### src/hdl/bdlp_pkg.sv
// Shared types and constants for the button debounce and long press detector.
`default_nettype none
package bdlp_pkg;

  localparam int unsigned REG_WIDTH   = 16;
  localparam int unsigned INDEX_WIDTH = 1;
  localparam int unsigned EVENT_WIDTH = 2;

  typedef enum logic [1:0] {
    MODE_IDLE       = 2'd0,
    MODE_PRESS_DB   = 2'd1,
    MODE_RELEASE_DB = 2'd2,
    MODE_LONG_WATCH = 2'd3
  } mode_t;

  typedef enum logic [EVENT_WIDTH-1:0] {
    EVENT_NONE  = 2'd0,
    EVENT_SHORT = 2'd1,
    EVENT_LONG  = 2'd2
  } press_event_t;

  typedef enum logic [INDEX_WIDTH-1:0] {
    REG_DEBOUNCE_TICKS   = 1'd0,
    REG_LONG_PRESS_TICKS = 1'd1
  } reg_index_t;

  localparam logic [REG_WIDTH-1:0] DEBOUNCE_TICKS_RESET   = 16'd500;
  localparam logic [REG_WIDTH-1:0] LONG_PRESS_TICKS_RESET = 16'd10000;

endpackage
`default_nettype wire

### src/hdl/bdlp_in_if.sv
// Input channel carrying one sampled button level per item.
`default_nettype none
interface bdlp_in_if;
  logic valid;
  logic ready;
  logic pin_level;

  modport source (output valid, output pin_level, input ready);
  modport sink (input valid, input pin_level, output ready);
endinterface
`default_nettype wire

### src/hdl/bdlp_out_if.sv
// Result channel carrying one press event per item.
`default_nettype none
interface bdlp_out_if;
  logic                             valid;
  logic                             ready;
  logic [bdlp_pkg::EVENT_WIDTH-1:0] press_event;

  modport source (output valid, output press_event, input ready);
  modport sink (input valid, input press_event, output ready);
endinterface
`default_nettype wire

### src/hdl/button_debounce_long_press.sv
// Top level of the button debounce and short/long press detector.
//
// Each accepted item is one tick with the sampled button level, and each tick yields
// exactly one result item: none, short press or long press. The mode, tick counter and
// previous level update in the cycle the item is accepted, so one item per cycle is
// taken while ready is high. A two-entry output stage lets the input
// keep accepting while one result waits, and input ready drops only when both entries
// are full. The counter is COUNT_WIDTH bits wide and wraps; limits are cut or
// zero-extended to that width. Configuration writes take effect on the next item.
`default_nettype none
module button_debounce_long_press #(
  parameter int unsigned COUNT_WIDTH = 16
) (
  input  wire                                 clk,
  input  wire                                 rst_n,
  bdlp_in_if.sink                             in_ch,
  bdlp_out_if.source                          out_ch,
  input  wire                                 cfg_we,
  input  wire [bdlp_pkg::INDEX_WIDTH-1:0]     cfg_index,
  input  wire [bdlp_pkg::REG_WIDTH-1:0]       cfg_wdata
);

  logic [bdlp_pkg::REG_WIDTH-1:0] debounce_ticks_r;
  logic [bdlp_pkg::REG_WIDTH-1:0] long_press_ticks_r;

  bdlp_pkg::mode_t        mode_r, mode_nxt;
  logic [COUNT_WIDTH-1:0] count_r, count_nxt;
  logic                   last_level_r;

  bdlp_pkg::press_event_t event_nxt;
  bdlp_pkg::press_event_t out_data_r, out_data_nxt;
  bdlp_pkg::press_event_t skid_data_r, skid_data_nxt;
  logic                   out_valid_r, out_valid_nxt;
  logic                   skid_valid_r, skid_valid_nxt;

  logic                   in_fire;
  logic                   out_fire;
  logic                   level;
  bdlp_pkg::mode_t        mode_edge;
  logic [COUNT_WIDTH-1:0] count_edge;
  logic [COUNT_WIDTH-1:0] count_inc;
  logic [COUNT_WIDTH-1:0] limit;

  assign level        = in_ch.pin_level;
  assign in_ch.ready  = !skid_valid_r;
  assign in_fire      = in_ch.valid && !skid_valid_r;
  assign out_fire     = out_valid_r && out_ch.ready;
  assign out_ch.valid = out_valid_r;
  assign out_ch.press_event = out_data_r;

  always_ff @(posedge clk) begin
    if (!rst_n) begin
      debounce_ticks_r   <= bdlp_pkg::DEBOUNCE_TICKS_RESET;
      long_press_ticks_r <= bdlp_pkg::LONG_PRESS_TICKS_RESET;
    end else if (cfg_we) begin
      case (cfg_index)
        bdlp_pkg::REG_DEBOUNCE_TICKS:   debounce_ticks_r   <= cfg_wdata;
        bdlp_pkg::REG_LONG_PRESS_TICKS: long_press_ticks_r <= cfg_wdata;
        default: ;
      endcase
    end
  end

  always_comb begin
    mode_edge  = mode_r;
    count_edge = count_r;
    event_nxt  = bdlp_pkg::EVENT_NONE;
    if (level != last_level_r &&
        (mode_r == bdlp_pkg::MODE_IDLE || mode_r == bdlp_pkg::MODE_LONG_WATCH)) begin
      if (level && mode_r == bdlp_pkg::MODE_IDLE) begin
        mode_edge = bdlp_pkg::MODE_PRESS_DB;
      end else begin
        if (mode_r == bdlp_pkg::MODE_LONG_WATCH) begin
          event_nxt = bdlp_pkg::EVENT_SHORT;
        end
        mode_edge = bdlp_pkg::MODE_RELEASE_DB;
      end
      count_edge = '0;
    end

    limit     = (mode_edge == bdlp_pkg::MODE_LONG_WATCH) ?
                COUNT_WIDTH'(long_press_ticks_r) : COUNT_WIDTH'(debounce_ticks_r);
    count_inc = count_edge + COUNT_WIDTH'(1);
    mode_nxt  = mode_edge;
    count_nxt = count_edge;

    if (mode_edge != bdlp_pkg::MODE_IDLE) begin
      count_nxt = count_inc;
      if (count_inc == limit) begin
        case (mode_edge)
          bdlp_pkg::MODE_PRESS_DB: begin
            mode_nxt  = level ? bdlp_pkg::MODE_LONG_WATCH : bdlp_pkg::MODE_RELEASE_DB;
            count_nxt = '0;
          end
          bdlp_pkg::MODE_RELEASE_DB: begin
            mode_nxt  = bdlp_pkg::MODE_IDLE;
            count_nxt = '0;
          end
          bdlp_pkg::MODE_LONG_WATCH: begin
            if (level) begin
              event_nxt = bdlp_pkg::EVENT_LONG;
              mode_nxt  = bdlp_pkg::MODE_IDLE;
              count_nxt = '0;
            end
          end
          default: ;
        endcase
      end
    end
  end

  always_ff @(posedge clk) begin
    if (!rst_n) begin
      mode_r       <= bdlp_pkg::MODE_IDLE;
      count_r      <= '0;
      last_level_r <= 1'b0;
    end else if (in_fire) begin
      mode_r       <= mode_nxt;
      count_r      <= count_nxt;
      last_level_r <= level;
    end
  end

  always_comb begin
    out_valid_nxt  = out_valid_r;
    out_data_nxt   = out_data_r;
    skid_valid_nxt = skid_valid_r;
    skid_data_nxt  = skid_data_r;
    if (out_fire || !out_valid_r) begin
      out_valid_nxt  = skid_valid_r || in_fire;
      out_data_nxt   = skid_valid_r ? skid_data_r : event_nxt;
      skid_valid_nxt = 1'b0;
    end else if (in_fire) begin
      skid_valid_nxt = 1'b1;
      skid_data_nxt  = event_nxt;
    end
  end

  always_ff @(posedge clk) begin
    if (!rst_n) begin
      out_valid_r  <= 1'b0;
      skid_valid_r <= 1'b0;
    end else begin
      out_valid_r  <= out_valid_nxt;
      skid_valid_r <= skid_valid_nxt;
    end
  end

  always_ff @(posedge clk) begin
    out_data_r  <= out_data_nxt;
    skid_data_r <= skid_data_nxt;
  end

endmodule
`default_nettype wire
### src/flat_wrapper.sv
// flat-port wrapper written by rule: the top's interface ports become plain ports
module button_debounce_long_press_flat 
#(
  parameter int unsigned COUNT_WIDTH = 16
)
  (clk, rst_n, cfg_we, cfg_index, cfg_wdata, in_ch_valid, in_ch_pin_level, in_ch_ready, out_ch_valid, out_ch_press_event, out_ch_ready);
  bdlp_in_if in_ch_i ();
  bdlp_out_if out_ch_i ();
  input  wire clk;
  input  wire rst_n;
  input  wire cfg_we;
  input  wire [bdlp_pkg::INDEX_WIDTH-1:0] cfg_index;
  input  wire [bdlp_pkg::REG_WIDTH-1:0] cfg_wdata;
  input wire logic [$bits(in_ch_i.valid)-1:0] in_ch_valid;
  input wire logic [$bits(in_ch_i.pin_level)-1:0] in_ch_pin_level;
  output wire logic [$bits(in_ch_i.ready)-1:0] in_ch_ready;
  output wire logic [$bits(out_ch_i.valid)-1:0] out_ch_valid;
  output wire logic [$bits(out_ch_i.press_event)-1:0] out_ch_press_event;
  input wire logic [$bits(out_ch_i.ready)-1:0] out_ch_ready;
  assign in_ch_i.valid = in_ch_valid;
  assign in_ch_i.pin_level = in_ch_pin_level;
  assign in_ch_ready = in_ch_i.ready;
  assign out_ch_valid = out_ch_i.valid;
  assign out_ch_press_event = out_ch_i.press_event;
  assign out_ch_i.ready = out_ch_ready;
  button_debounce_long_press #(.COUNT_WIDTH(COUNT_WIDTH)) u_core (.clk(clk), .rst_n(rst_n), .in_ch(in_ch_i), .out_ch(out_ch_i), .cfg_we(cfg_we), .cfg_index(cfg_index), .cfg_wdata(cfg_wdata));
endmodule
### config.mk
export PLATFORM = sky130hd
export DESIGN_NAME = button_debounce_long_press_flat
export DESIGN_NICKNAME = d
export VERILOG_FILES = /design/src/hdl/bdlp_pkg.sv /design/src/hdl/bdlp_in_if.sv /design/src/hdl/bdlp_out_if.sv /design/src/hdl/button_debounce_long_press.sv /design/src/flat_wrapper.sv
export SDC_FILE = /design/constraint.sdc
export NUM_CORES = 1
export LEC_CHECK = 0
export BUFFER_PORTS_ARGS = -buffer_cell sky130_fd_sc_hd__buf_2
export CORE_ASPECT_RATIO = 1.1
export CORE_UTILIZATION = 32
export DETAILED_ROUTE_END_ITERATION = 8
export GPL_ROUTABILITY_DRIVEN = 1
export PLACE_DENSITY_LB_ADDON = 0.1
export RECOVER_POWER = 25
export SYNTH_ARGS = -nofsm -noshare
export SYNTH_HDL_FRONTEND = slang
export SYNTH_SLANG_ARGS = --single-unit
### constraint.sdc
create_clock -name clk -period 4.4 [get_ports clk]
set_input_delay 0.44 -clock clk [delete_from_list [all_inputs] [get_ports clk]]
set_output_delay 0.44 -clock clk [all_outputs]
set_load 0.1 [all_outputs]
==> impl_metrics.ini <==
[synth]
synth_nets = 501
synth_seq_area_share_pct = 32.1
ys.flop_type = dfxtp_1
ys_types = 76
postSynth.asyncResetShare_pct = 0
synth.most_common_cell = nand2_1
yosysTopAreaCell = dfxtp_1
synth_cells = 475
synth_edf_count = 4
ys_warn_count = 0
syn-cell-area_mm2 = 0.00368
synth.area.top_cells = dfxtp_1 29%, nand2_1 9.9%, a21oi_1 5.3%, nand3_1 3.4%, mux2i_1 3.3%
synth_top_area_share_pct = 28.8
synth_common_cells = 97 x nand2_1, 53 x dfxtp_1, 39 x a21oi_1
ys_ff_latch = 57
syn_area_per_cell_um2 = 7.75

[global_route]
overflow = 0
grt_start_max_net_pins = 36
grtUsageTotal_pct = 19.8
grt_pass1_wl_mm = 18.1
antenna_found_initial = 0
grt_pass1_vias = 3348

[floorplanning]
start_util_pct = 33.3
core_mm2 = 0.0111
io_pins = 27
rows = 40
die_x_um = 104
die-area_mm2 = 0.0119
fp.dieH_um = 114

[worst_hold_path]
hold_path.class = in -> reg

[sta]
final.setup.tns_ns = 0
fin_crit_ns = 4.08
tightest_slew_ns = 1.09
relSlewSlack_pct = 27.1
clock_skew_ns = 0.00845
holdWs_ns = 0.334
slew_violations = 0
setup_violations = 0
timing.final.crit_share_pct = 92.8
fmax_mhz = 245
hold_violations = 0
grt_setup_unrepaired = false

[worst_setup_path]
crit_arrival_ns = 4.28
cp.required_ns = 4.60
path_max_fanout = 12
reg2reg_slack_ns = 0.32
crit_buf_inv = 3
path_cells = inv_1, ha_1, clkinv_1, nand2_1, and2_1, ha_1, nand4_1, nor4_1, buf_4, mux2i_1, xor2_1, nand4_1, nor4b_4, a31oi_2, a22oi_1, nor2_1
startpoint_type = flop
cp_slowest_cell = ha_1
crit_type = reg -> reg
end_kind = flop
crit_family = simple AND/OR/NAND/NOR gates
crit_path_max_incr_delay_ns = 0.45

[cts]
clockBufferDepth = 2
postCtsSetupRepairBufs = 0
clock_latency_ns = 0.34
cts_root_buf = clkbuf_16
cts-resized-gates = 0
numCtsBuffers = 9
cts_sinks = 57
h-tree-depth = 3
ctsHoldBuffers = 0
clk_pin_slew_ns = 0.05
cts_tree = done

[power]
p_per_area_mw_per_mm2 = 361
irDropWorstVdd_mv = 0.162
cellLeakagePower_uw = 0.00156

[route]
route.detailed.drc = 0
wire_per_inst_um = 17.2
drtAntennaViolNets = 0
totalWireLength_mm = 11.2
vias = 3538
drt_iter0_markers = 163
vias_per_cell = 5.45
drt-pass1-iter-count = 4

[placement]
place.gp.congestion = 0.877
hpwl_mm = 8.03
numPortBuffers = 26
post-place-cells = 633

[final_layout]
final_nets = 523
layout.cells.non_filler = 649
filler_cell_count = 1179
layout-area-overhead-vs-synth_pct = 16.4
drive_gt1_share_pct = 15.1
diodes = 0
multi_input_area_mm2 = 0.00233
seqCellArea_mm2 = 0.00118

[outcome]
status = complete, no violations

[job]
drv_cap = 0
logic make-up after synthesis:
logic type / Yosys count / share of synthesized area, %
flops: 57 / 32.1
xor+xnor: 15 / 3.77
fa+ha+maj: 3 / 1.02
mux: 15 / 4.18
simple gates: 214 / 29.6
compound gates: 130 / 24.3
buf+inv: 41 / 5.00
metal layers:
layer / GRT usage, % / share of wire (%)
met1: 26.6 / 47
met2: 31.6 / 46
met3: 3.24 / 5.1
met4: 8.19 / 1.9
met5: 0 / 0
through the flow:
stage	power [uW]	setup WS, ns	utilization (%)	area (um^2)
6_report	1550	0.319	38.7	4280
5_1_grt	1610	0.103	38.7	4280
4_1_cts	1560	0.282	38.8	4290
3_5_place_dp	813	0.319	35.9	3980
3_3_place_gp	812	0.366	35.9	3980
2_1_floorplan	735	0.150	-	3680
sequential cells by signal, indices dropped and copies added, names as in the netlist:
name / flops
u_core.skid_data_r: 2
u_core.long_press_ticks_r: 16
u_core.count_r: 16
u_core.mode_r: 2
u_core.out_ch.valid: 1
u_core.out_ch.press_event: 2
u_core.last_level_r: 1
u_core.skid_valid_r: 1
u_core.debounce_ticks_r: 16
worst register-to-register path, cell delays in order (launching register included):
cell	delay, ns
dfxtp_1	0.33
inv_1	0.09
ha_1	0.45
clkinv_1	0.14
nand2_1	0.10
and2_1	0.13
ha_1	0.16
nand4_1	0.14
nor4_1	0.35
buf_4	0.19
mux2i_1	0.41
xor2_1	0.21
nand4_1	0.19
nor4b_4	0.38
a31oi_2	0.34
a22oi_1	0.26
nor2_1	0.06
power by group:
| group | switching (uW) | leakage [uW] | internal, uW |
|---|---|---|---|
| Sequential | 20.4 | 0.000478 | 544 |
| Clock | 252 | 0.000152 | 492 |
| Combinational | 158 | 0.000931 | 79.2 |
area by class of cell:
type | count | share of cell area (%)
timing repair buffer | 41 | 5.58
sequential | 57 | 27.6
clock buffer | 10 | 5.35
tap | 147 | 4.29
inverter | 11 | 0.964
multi-input combinational | 377 | 54.3
clock inverter | 6 | 1.93
worst paths after layout:
check | cells after the start | endpoint | from
setup / recovery | 16 | u_core.count_r[6] | u_core.mode_r[0]
hold / removal | 3 | u_core.debounce_ticks_r[4] | cfg_wdata[4]
setup reg to reg | 16 | u_core.count_r[6] | u_core.mode_r[0]
hold reg to reg | 2 | u_core.long_press_ticks_r[1] | u_core.long_press_ticks_r[1]
layout by cell type, fill, tap and decap left out, drive strengths merged, types with 4 or more instances in the layout:
cell type  count
a211oi         5
a21boi         5
a21o           5
a21oi         41
a22oi          8
a31oi          4
and2           4
and3           7
buf           38
clkbuf        13
clkinv         5
dfxtp         53
edfxtp         4
inv            9
mux2i         12
nand2         98
nand2b         7
nand3         28
nand4          7
nor2          27
nor2b          4
nor3           8
nor4           6
o21a           4
o21ai         21
o31ai          6
xnor2         10
xor2           5
(Power assumes the default switching activity.)
